## config.mk

```make
export PLATFORM = sky130hd
export DESIGN_NAME = prh_modmac
export DESIGN_NICKNAME = d
export VERILOG_FILES = /design/src/sv/prh_pkg.sv /design/src/sv/prh_modmac.sv
export SDC_FILE = /design/constraint.sdc
export NUM_CORES = 1
export LEC_CHECK = 0
export BUFFER_PORTS_ARGS = -buffer_cell sky130_fd_sc_hd__buf_2
export CAP_MARGIN = 20
export CELL_PAD_IN_SITES_DETAIL_PLACEMENT = 0
export CELL_PAD_IN_SITES_GLOBAL_PLACEMENT = 1
export CORE_MARGIN = 2
export CORE_UTILIZATION = 40
export DETAILED_ROUTE_END_ITERATION = 7
export PLACE_DENSITY = 0.69
export SLEW_MARGIN = 30
export SYNTH_ARGS = -nofsm -noshare
export SYNTH_HDL_FRONTEND = slang
export SYNTH_SLANG_ARGS = --single-unit
```

## constraint.sdc

```tcl
create_clock -name clk -period 7.9 [get_ports clk]
set_input_delay 1.185 -clock clk [delete_from_list [all_inputs] [get_ports clk]]
set_output_delay 1.185 -clock clk [all_outputs]
set_load 0.01 [all_outputs]
```

## src/sv/prh_pkg.sv

```systemverilog
// ----------------------------------------------------------------------------
// prh_pkg
// Shared types, request and status codes and the base/prime table of the
// prefix rolling hash.
// ----------------------------------------------------------------------------
`timescale 1ns / 1ps

package prh_pkg;

  localparam int WORD_W    = 32;
  localparam int SEL_W     = 3;
  localparam int REQ_W     = 2;
  localparam int IDX_W     = 11;
  localparam int STAT_W    = 2;
  localparam int STEP_W    = $clog2(WORD_W);

  typedef logic [WORD_W-1:0] word_t;

  typedef enum logic [REQ_W-1:0] {
    REQ_CLEAR  = 2'd0,
    REQ_APPEND = 2'd1,
    REQ_QUERY  = 2'd2
  } req_t;

  typedef enum logic [STAT_W-1:0] {
    STAT_OK    = 2'd0,
    STAT_RANGE = 2'd1,
    STAT_FULL  = 2'd2
  } status_t;

  typedef enum logic [2:0] {
    MM_IDLE,
    MM_RED,
    MM_MUL,
    MM_ADD,
    MM_FIN
  } mm_state_t;

  typedef enum logic [2:0] {
    S_IDLE,
    S_READ,
    S_LOAD,
    S_READ2,
    S_RED,
    S_NEG,
    S_MAC,
    S_DONE
  } seq_state_t;

  // Operands of one modular multiply-accumulate: (a * b + c) mod m.
  typedef struct packed {
    word_t a;
    word_t b;
    word_t c;
    word_t m;
  } mm_op_t;

  // Selectors above the last pair saturate to the last pair.
  function automatic word_t pair_base(input logic [SEL_W-1:0] sel);
    case (sel)
      3'd0:    return 32'd128;
      3'd1:    return 32'd243;
      3'd2:    return 32'd125;
      3'd3:    return 32'd1340132568;
      3'd4:    return 32'd1025585316;
      default: return 32'd216;
    endcase
  endfunction

  function automatic word_t pair_prime(input logic [SEL_W-1:0] sel);
    case (sel)
      3'd0:    return 32'd2000000011;
      3'd1:    return 32'd2000000033;
      3'd2:    return 32'd2000000063;
      3'd3:    return 32'd2147467057;
      3'd4:    return 32'd2147483353;
      default: return 32'd3000001811;
    endcase
  endfunction

endpackage

```

## src/sv/prh_modmac.sv

```systemverilog
// ----------------------------------------------------------------------------
// prh_modmac
// Bit-serial modular multiply-accumulate: (a * b + c) mod m, one multiplier
// bit per cycle, most significant bit first.
// ----------------------------------------------------------------------------
`timescale 1ns / 1ps

module prh_modmac (
  input  logic                         clk,
  input  logic                         rst_n,
  input  logic                         start,
  input  prh_pkg::mm_op_t              op,
  output logic                         done,
  output logic [prh_pkg::WORD_W-1:0]   result
);
  import prh_pkg::*;

  mm_state_t         state_r, state_nxt;
  logic [STEP_W-1:0] cnt_r, cnt_nxt;
  word_t             a_r, a_nxt, b_r, b_nxt, c_r, c_nxt, m_r, m_nxt, acc_r, acc_nxt;
  logic [WORD_W:0]   a_sub, c_sub, sum_add, sum_sub;
  logic [WORD_W+1:0] dbl, dbl_m1, dbl_m2;

  always_comb begin
    a_sub   = {1'b0, a_r} - {1'b0, m_r};
    c_sub   = {1'b0, c_r} - {1'b0, m_r};
    dbl     = {1'b0, acc_r, 1'b0} + {2'b00, (b_r[WORD_W-1] ? a_r : {WORD_W{1'b0}})};
    dbl_m1  = dbl - {2'b00, m_r};
    dbl_m2  = dbl - {1'b0, m_r, 1'b0};
    sum_add = {1'b0, acc_r} + {1'b0, c_r};
    sum_sub = sum_add - {1'b0, m_r};

    state_nxt = state_r;
    cnt_nxt   = cnt_r;
    a_nxt     = a_r;
    b_nxt     = b_r;
    c_nxt     = c_r;
    m_nxt     = m_r;
    acc_nxt   = acc_r;
    done      = 1'b0;

    case (state_r)
      MM_IDLE: begin
        if (start) begin
          a_nxt     = op.a;
          b_nxt     = op.b;
          c_nxt     = op.c;
          m_nxt     = op.m;
          cnt_nxt   = STEP_W'(1);
          state_nxt = MM_RED;
        end
      end
      MM_RED: begin
        // Two conditional subtractions bring a and c below m.
        a_nxt = a_sub[WORD_W] ? a_r : a_sub[WORD_W-1:0];
        c_nxt = c_sub[WORD_W] ? c_r : c_sub[WORD_W-1:0];
        if (cnt_r == '0) begin
          acc_nxt   = '0;
          cnt_nxt   = STEP_W'(WORD_W - 1);
          state_nxt = MM_MUL;
        end else begin
          cnt_nxt = cnt_r - STEP_W'(1);
        end
      end
      MM_MUL: begin
        if (!dbl_m2[WORD_W+1]) begin
          acc_nxt = dbl_m2[WORD_W-1:0];
        end else if (!dbl_m1[WORD_W+1]) begin
          acc_nxt = dbl_m1[WORD_W-1:0];
        end else begin
          acc_nxt = dbl[WORD_W-1:0];
        end
        b_nxt = {b_r[WORD_W-2:0], 1'b0};
        if (cnt_r == '0) begin
          state_nxt = MM_ADD;
        end else begin
          cnt_nxt = cnt_r - STEP_W'(1);
        end
      end
      MM_ADD: begin
        acc_nxt   = sum_sub[WORD_W] ? sum_add[WORD_W-1:0] : sum_sub[WORD_W-1:0];
        state_nxt = MM_FIN;
      end
      MM_FIN: begin
        done      = 1'b1;
        state_nxt = MM_IDLE;
      end
      default: begin
        state_nxt = MM_IDLE;
      end
    endcase
  end

  assign result = acc_r;

  always_ff @(posedge clk) begin
    if (!rst_n) begin
      state_r <= MM_IDLE;
      cnt_r   <= '0;
    end else begin
      state_r <= state_nxt;
      cnt_r   <= cnt_nxt;
    end
  end

  always_ff @(posedge clk) begin
    a_r   <= a_nxt;
    b_r   <= b_nxt;
    c_r   <= c_nxt;
    m_r   <= m_nxt;
    acc_r <= acc_nxt;
  end

endmodule

```

Yosys cells after proc, flatten, opt, wreduce, memory -nomap -nowiden
Cells that the tools add are included.

word-level totals
  flip-flop bits (word level) = 168
  bits of input ports = 131
  word-level logic and storage cells = 61
  memory bits (read-only) = 0
  output and inout bits = 33
  RAM bits = 0
  memories kept = 0
  bits in latches = 0

operators by class
  $mul = 0
  shifts and indexed selects = 0
  $lt $le $gt $ge = 0
  bitwise operators = 0
  divide/modulo/power cells = 0
  $add $sub $neg = 8
  reduce and logical (&&, ||, !) cells = 13
  equal/unequal tests = 10
  mux-type cells = 23

operator list
  kind                   number
  $mux W32               10
  $pmux W32 S2           3
  $pmux W32 S3           1
  $sub A32 B32 Y33       2
  $add A33 B32 Y34       1
  $sub A34 B32 Y34       1
  $sub A34 B33 Y34       1
  $add A32 B32 Y33       1
  $sub A33 B32 Y33       1
  $mux W5                3
  $pmux W5 S3            1
  $ne A2 B2 Y1 const B   6
  $pmux W3 S4            1
  $reduce_and A3 Y1      4
  $mux W3                3
  $eq A3 B2 Y1 const B   2
  $reduce_and A2 Y1      3
  $reduce_bool A3 Y1     2
  $logic_not A5 Y1       1
  $sub A5 B1 Y5 const B  1
  $reduce_bool A2 Y1     2
  $eq A3 B1 Y1 const B   1
  $eq A3 B3 Y1 const B   1
  $logic_not A3 Y1       1
  $mux W1                1

Longest topological paths before layout
Gate-level depths: netlist (run 1).

  word-level depth = 6
  mapped depth = 27
  depth with buffers taken out = 24

Least setup slack after synthesis (run 1)
OpenSTA, ideal clock, no wires.

  path kind = register to register
  from = register b_r[31]
  to = register acc_r[16] (netlist: result[16]) (data pin)
  arrival = 5.704 ns
  cell stages (with the launch flop) = 27
  path buffers = 2
  period minus slack after synthesis = 5.972 ns
  path slack = 1.928 ns
  required time = 7.633 ns
  setup time = 0.267 ns
  cells stage by stage = edfxtp_1 and2_1 ha_1 fa_1 a211oi_1 o211a_1 nor3_1 o21a_1 o21ai_0 nand2b_1 a41o_1 o41ai_1 xnor2_1 ha_1 clkbuf_1 o21ai_0 o21ai_0 a221o_1 a22oi_1 o21ai_1 a211oi_1 o32ai_2 nor2_2 buf_4 mux2_1 a22oi_1 o21ai_0

on the way
  longest elaborated chain between the ends = 6
  elaborated cells on any way between the ends = 7
  those cells by class = add/sub: 3; mux: 4

ends and longest elaborated chain
  item                    line               text
  start, declared         prh_modmac.sv:20   word_t a_r, a_nxt, b_r, b_nxt, c_r, c_nxt, m_r, m_nxt, acc_r, acc_nxt;
  start signal, assigned  prh_modmac.sv:108  b_r <= b_nxt;
  $mux W32 *              prh_modmac.sv:27   dbl = {1'b0, acc_r, 1'b0} + {2'b00, (b_r[WORD_W-1] ? a_r : {WORD_W{1'b0}})};
  $add A33 B32 Y34 *      prh_modmac.sv:27
  $sub A34 B32 Y34        prh_modmac.sv:28   dbl_m1 = dbl - {2'b00, m_r};
  $mux W32                prh_modmac.sv:68   end else if (!dbl_m1[WORD_W+1]) begin
  $mux W32 *              prh_modmac.sv:66   if (!dbl_m2[WORD_W+1]) begin
  $pmux W32 S3 *          prh_modmac.sv:42   case (state_r)
  named net acc_nxt[16]   prh_modmac.sv:20
  end signal, assigned    prh_modmac.sv:111  acc_r <= acc_nxt;
  end, declared           prh_modmac.sv:20

The timed path passes the listed nets; every way through them passes the cells marked *.
A chain may end at the register's enable or synchronous reset.

Final worst setup path (run 1)
  from = register b_r[31]
  to = register acc_r[13] (netlist: result[13]) (data pin)

Same word-level chain as after synthesis.

==> flow_metrics.tcl, run 1 <==
set metrics [dict create \
    status "finished, final reports clean" \
    ctsHoldBuffers 0 \
    gp_congestion 0.968 \
    viasPerCell 5.79 \
    numCtsBuffers 17 \
    ff2ff_setup_slack_ps 790 \
    port_buffers 163 \
    fin_crit_sh 0.900 \
    endpoint_kind "flip-flop" \
    fin_setup_tns_ps 0 \
    vias 16909 \
    syn-cell-area_um2 18400 \
    n_antenna_cell 0 \
    synth_ff_type "edfxtp_1" \
    wl_per_cell_um 20.4 \
    wl_um 59500 \
    core_area_um2 45400 \
    synth_edf_count 160 \
    drive_above_1_share 0.109 \
    dp_hpwl_um 48900 \
    clk_pin_slew_ps 70 \
    max_freq_ghz 0.141 \
    ys_seq_area_frac 0.270 \
    tightest_slew_ps 969 \
    hold_viol_final 0 \
    grt_max_degree 90 \
    ys_warn_count 0 \
    grt_pass1_vias 16407 \
    async_flop_share 0 \
    rows 78 \
    synth_nets 2530 \
    r2r-start "b_r[31]" \
    detailedRoute.firstPassIterationCount 5 \
    post_cts_buffers 0 \
    cts_tree "yes" \
    synth_seq_cells 168 \
    crit_fanout 33 \
    clockBufferDepth 2 \
    avgSynthCellArea_um2 8.49 \
    finalNetCount 2671 \
    multi_input_area_um2 12800 \
    worstPathRequired_ps 8080 \
    finClkSkew_ps 10.5 \
    initial_utilization 0.405 \
    drv_cap 0 \
    antenna_found_initial 2 \
    die_w_um 218 \
    cpMostUsedCell "o21ai_0" \
    drt_iter0_drc 1545 \
    r2r_cells 26 \
    hold_path.class "flip-flop to flip-flop" \
    cts_resized 0 \
    min_to "cnt_r[1]" \
    hp-start "cnt_r[1]" \
    max_stage_delay_ps 460 \
    seq_area_um2 4960 \
    setup_viol 0 \
    reg2reg_to "result[13]" \
    synthesis.instances 2168 \
    path_class "flip-flop to flip-flop" \
    drc_errors 0 \
    clk_latency_ps 450 \
    h-tree-depth 4 \
    rsz0062_at_grt "false" \
    critPathSlowestCell "fa_1" \
    fin_crit_ps 7110 \
    critPathLaunchType "flip-flop" \
    ios 164 \
    drv_slew 0 \
    min_path_cells 2 \
    grt_first_pass_wirelength_um 90900 \
    die-area_um2 47700 \
    nFillCells 4546 \
    cts_root_buf "clkbuf_16" \
    overflow 0 \
    grt_usage 0.249 \
    critPathArrivalTime_ps 7290 \
    antenna_left 0 \
    syn_to_final_growth_pct 11.0 \
    synth_cell_types 90 \
    cts.sinks 168 \
    fp.dieH_um 218 \
    maxSlewHeadroom 0.351 \
]
synth_stat cells, types with 7 or more instances:
cell type	number	area [µm²]
a211oi_1	20	150
a21boi_0	9	67.6
a21o_1	105	788
a21oi_1	206	1030
a22oi_1	12	90.1
a31oi_1	14	87.6
and2_1	47	294
and3_1	19	119
and4_1	7	61.3
clkbuf_1	41	154
dfxtp_1	8	160
edfxtp_1	160	4800
fa_1	7	140
ha_1	224	2800
inv_1	96	360
mux2_2	7	78.8
mux2i_1	24	240
nand2_1	270	1010
nand2b_1	27	169
nand3_1	51	255
nand4_1	18	113
nor2_1	110	413
nor2b_1	23	144
nor3_1	35	175
nor4_1	8	50.1
o211a_1	8	80.1
o211ai_1	15	113
o21a_1	24	180
o21ai_0	173	866
o21bai_1	28	210
o22ai_1	9	56.3
o31ai_1	14	105
or2_2	7	43.8
or3_1	15	93.8
xnor2_1	118	1030
xor2_1	72	631
logic make-up after synthesis:
| logic type | after synthesis | share of synthesized area |
|---|---|---|
| xor+xnor | 190 | 0.0904 |
| simple gates | 662 | 0.171 |
| fa+ha+maj | 231 | 0.160 |
| compound gates | 726 | 0.252 |
| flops | 168 | 0.270 |
| buf+inv | 152 | 0.0339 |
| mux | 39 | 0.0226 |
sequential cells by signal, summed over array words and instances, names as in the netlist:
| name | flops |
|---|---|
| a_r | 32 |
| b_r | 32 |
| c_r | 32 |
| m_r | 32 |
| result | 32 |
| cnt_r | 5 |
| state_r | 3 |
cell usage in the layout, fill, tap and decap left out, types with 35 or more instances in the layout:
| cell | Yosys | routed |
|---|---|---|
| a21o_1 | 105 | 105 |
| ha_1 | 224 | 224 |
| and2_1 | 47 | 47 |
| nand3_1 | 51 | 51 |
| xor2_1 | 72 | 72 |
| xnor2_1 | 118 | 118 |
| nor3_1 | 35 | 35 |
| o21ai_0 | 173 | 173 |
| a21oi_1 | 206 | 206 |
| nand2_1 | 270 | 269 |
| edfxtp_1 | 160 | 160 |
| nor2_1 | 110 | 109 |
| buf_2 | 4 | 163 |
| inv_1 | 96 | 96 |
routing by layer:
layer | vias to the layer above | wire [µm] | part of all wire | track usage
li1 | 8320 | - | - | -
met1 | 7999 | 29800 | 0.50 | 0.371
met2 | 523 | 24700 | 0.41 | 0.371
met3 | 65 | 3800 | 0.064 | 0.0369
met4 | 2 | 1250 | 0.021 | 0.0642
met5 | - | 11 | 0.00018 | 0
through the flow:
step | util | setup WS, ps | hold slack, ps | std cells | cell area [µm²]
4_1_cts | 0.450 | 896 | 484 | 2922 | 20400
5_1_grt | 0.450 | 299 | 518 | 2922 | 20400
6_report | 0.450 | 793 | 481 | 2922 | 20400
3_3_place_gp | 0.437 | 1120 | 467 | 2890 | 19800
2_1_floorplan | - | 1930 | 449 | 2168 | 18400
3_5_place_dp | 0.437 | 908 | 473 | 2890 | 19800
cell type report:
| type | count | share of cell area |
|---|---|---|
| multi-input cells | 1848 | 0.629 |
| clock inverters | 12 | 0.00576 |
| clock buffers | 20 | 0.0229 |
| inverters | 96 | 0.0176 |
| flip-flops and latches | 168 | 0.243 |
| well taps | 600 | 0.0367 |
| repair buffers | 178 | 0.0454 |
worst max path at each step:
stage                       to  slack, ps  cells after the start     from
floorplan           result[16]       1930                     26  b_r[31]
global placement     result[3]       1120                     26  b_r[31]
detailed placement  result[24]        910                     23  b_r[31]
CTS                 result[24]        900                     23  b_r[31]
global route        result[13]        300                     26  b_r[31]
finish              result[13]        790                     26  b_r[31]
critical path, delay by kind of cell (launching register included):
kind,cells,cell delay (ps)
AO/OA/AOI/OAI,15,3550
XOR/XNOR,1,280
adder cells (fa/ha/maj),3,1110
buffers and inverters,2,640
flip-flops,1,370
multiplexers,1,380
AND/OR/NAND/NOR,4,470
Power of run 1 is not shown: default switching activity piles up to over one toggle a cycle in this logic, so the estimate is an artifact.
==> inputs of run 2 (changes only) <==
Settings changed: CORE_MARGIN 2 to 4.
==> run 2 against run 1 <==
Effect of this change: critical path type unchanged; sequential share of layout area decreased by 0.062 points; die area increased by 3.7%; register-to-register slack improved by 40 ps; wire length increased by 0.71%; core utilization increased by 0.12 points; count of clock-buffer cells in the layout decreased by 3; non-clock buffer count increased by 2; first-iteration DRC count increased by 8.0%; global-route usage decreased by 1.4 points.
==> flow_metrics.tcl, run 2 (synthesis gave the netlist of run 1 again) <==
set metrics [dict create \
    status "finished, final reports clean" \
    crit_fanout 32 \
    grt_first_pass_wirelength_um 92000 \
    numCtsBuffers 17 \
    grt_pass1_vias 16346 \
    cp-startpoint "b_r[31]" \
    worstPathRequired_ps 8070 \
    finClkSkew_ps 15.2 \
    reg2reg_to "result[5]" \
    layout_common_cells "268 x nand2_1, 224 x ha_1, 206 x a21oi_1" \
    hp-start "cnt_r[1]" \
    tightest_slew_ps 953 \
    drive_above_1_share 0.111 \
    post_cts_buffers 0 \
    cts_root_buf "clkbuf_16" \
    wl_per_cell_um 20.5 \
    clk_latency_ps 450 \
    placed_cell_area_um2 19900 \
    viasPerCell 5.79 \
    port_buffers 163 \
    final_common_cell "nand2_1" \
    fin_crit_sh 0.894 \
    setup_viol 0 \
    drt_iter0_drc 1669 \
    min_path_cells 2 \
    n_antenna_cell 0 \
    drc_errors 0 \
    hold_path.class "flip-flop to flip-flop" \
    grt_usage 0.235 \
    wl_um 60000 \
    rsz0062_at_grt "false" \
    endpoint "result[5]" \
    core_area_um2 45400 \
    vias 16926 \
    h-tree-depth 4 \
    cts.sinks 168 \
    fin_crit_ps 7070 \
    dp_hpwl_um 49200 \
    antenna_found_initial 2 \
    grt_max_degree 93 \
    gp_congestion 0.927 \
    initial_utilization 0.405 \
    rows 78 \
    syn_to_final_growth_pct 11.3 \
    hold_viol_final 0 \
    max_freq_ghz 0.142 \
    detailedRoute.firstPassIterationCount 6 \
    ctsHoldBuffers 0 \
    finalNetCount 2673 \
    die-area_um2 49500 \
    path_class "flip-flop to flip-flop" \
    r2r_cells 26 \
    overflow 0 \
    cts_tree "yes" \
    fin_setup_tns_ps 0 \
    clockBufferDepth 2 \
    critPathLaunchType "flip-flop" \
    cts_resized 0 \
    drv_cap 0 \
    die_w_um 222 \
    drv_slew 0 \
    ios 164 \
    r2r-start "b_r[31]" \
    fin_area_um2 20500 \
    antenna_left 0 \
    maxSlewHeadroom 0.361 \
    ff2ff_setup_slack_ps 830 \
    critPathArrivalTime_ps 7240 \
    fp.dieH_um 222 \
    clk_pin_slew_ps 80 \
    endpoint_kind "flip-flop" \
]
==> run 2: changes by cell type in the layout (fill, tap and decap cells not counted), sizes merged <==
cell / change
clkinv: +5
inv: -4
clkbuf: -3
buf: +2
bufinv: +1
clkinvlp: +1
==> run 2: routing by layer <==
metal / part of all wire / vias up / global-route usage
met2: 0.42 / 522 / 0.351
met3: 0.074 / 65 / 0.0328
li1: - / 8330 / -
met4: 0.020 / 4 / 0.0589
met1: 0.48 / 8005 / 0.357
met5: 0.00035 / - / 0
==> run 2: cell type report <==
| cell class | count | area, µm² |
|---|---|---|
| Clock inverter | 15 | 183 |
| Inverter | 96 | 360 |
| Fill cell | 4539 | 24900 |
| Timing Repair Buffer | 180 | 956 |
| Sequential cell | 168 | 4960 |
| Clock buffer | 17 | 425 |
| Tap cell | 600 | 751 |
| Multi-Input combinational cell | 1848 | 12800 |
==> run 2: worst max-delay path: stages, from the launching register on <==
cell      delay, ps
edfxtp_1        360
buf_4           220
and2_1          200
ha_1            240
fa_1            450
a211oi_1        330
o211a_1         240
nor3_1           80
o21a_1          200
o21ai_0         170
nand2b_1         90
a41o_1          260
o41ai_1         330
xnor2_1         260
ha_1            400
o21ai_0         270
o21ai_0         110
a221o_1         330
a22oi_1         180
o21ai_1         190
a211oi_1        380
o32ai_2         180
nor2_2          380
buf_12          250
mux2_1          340
a22oi_1         170
o21ai_0         130
==> run 2: worst min-delay path by stage <==
stage,slack [ps],end
floorplan,450,cnt_r[0]
global placement,470,cnt_r[1]
detailed placement,470,cnt_r[1]
CTS,480,cnt_r[1]
global route,530,cnt_r[0]
finish,480,cnt_r[1]
==> run 2: metrics by stage <==
stage | instances | worst slack [ps] | utilization | hold slack [ps]
5_1_grt | 2924 | 279 | 0.451 | 527
6_report | 2924 | 835 | 0.451 | 480
4_1_cts | 2924 | 920 | 0.451 | 481
2_1_floorplan | 2168 | 1930 | - | 449
3_5_place_dp | 2892 | 977 | 0.438 | 471
3_3_place_gp | 2892 | 1080 | 0.438 | 466
Power of run 2 is left out for the same reason.
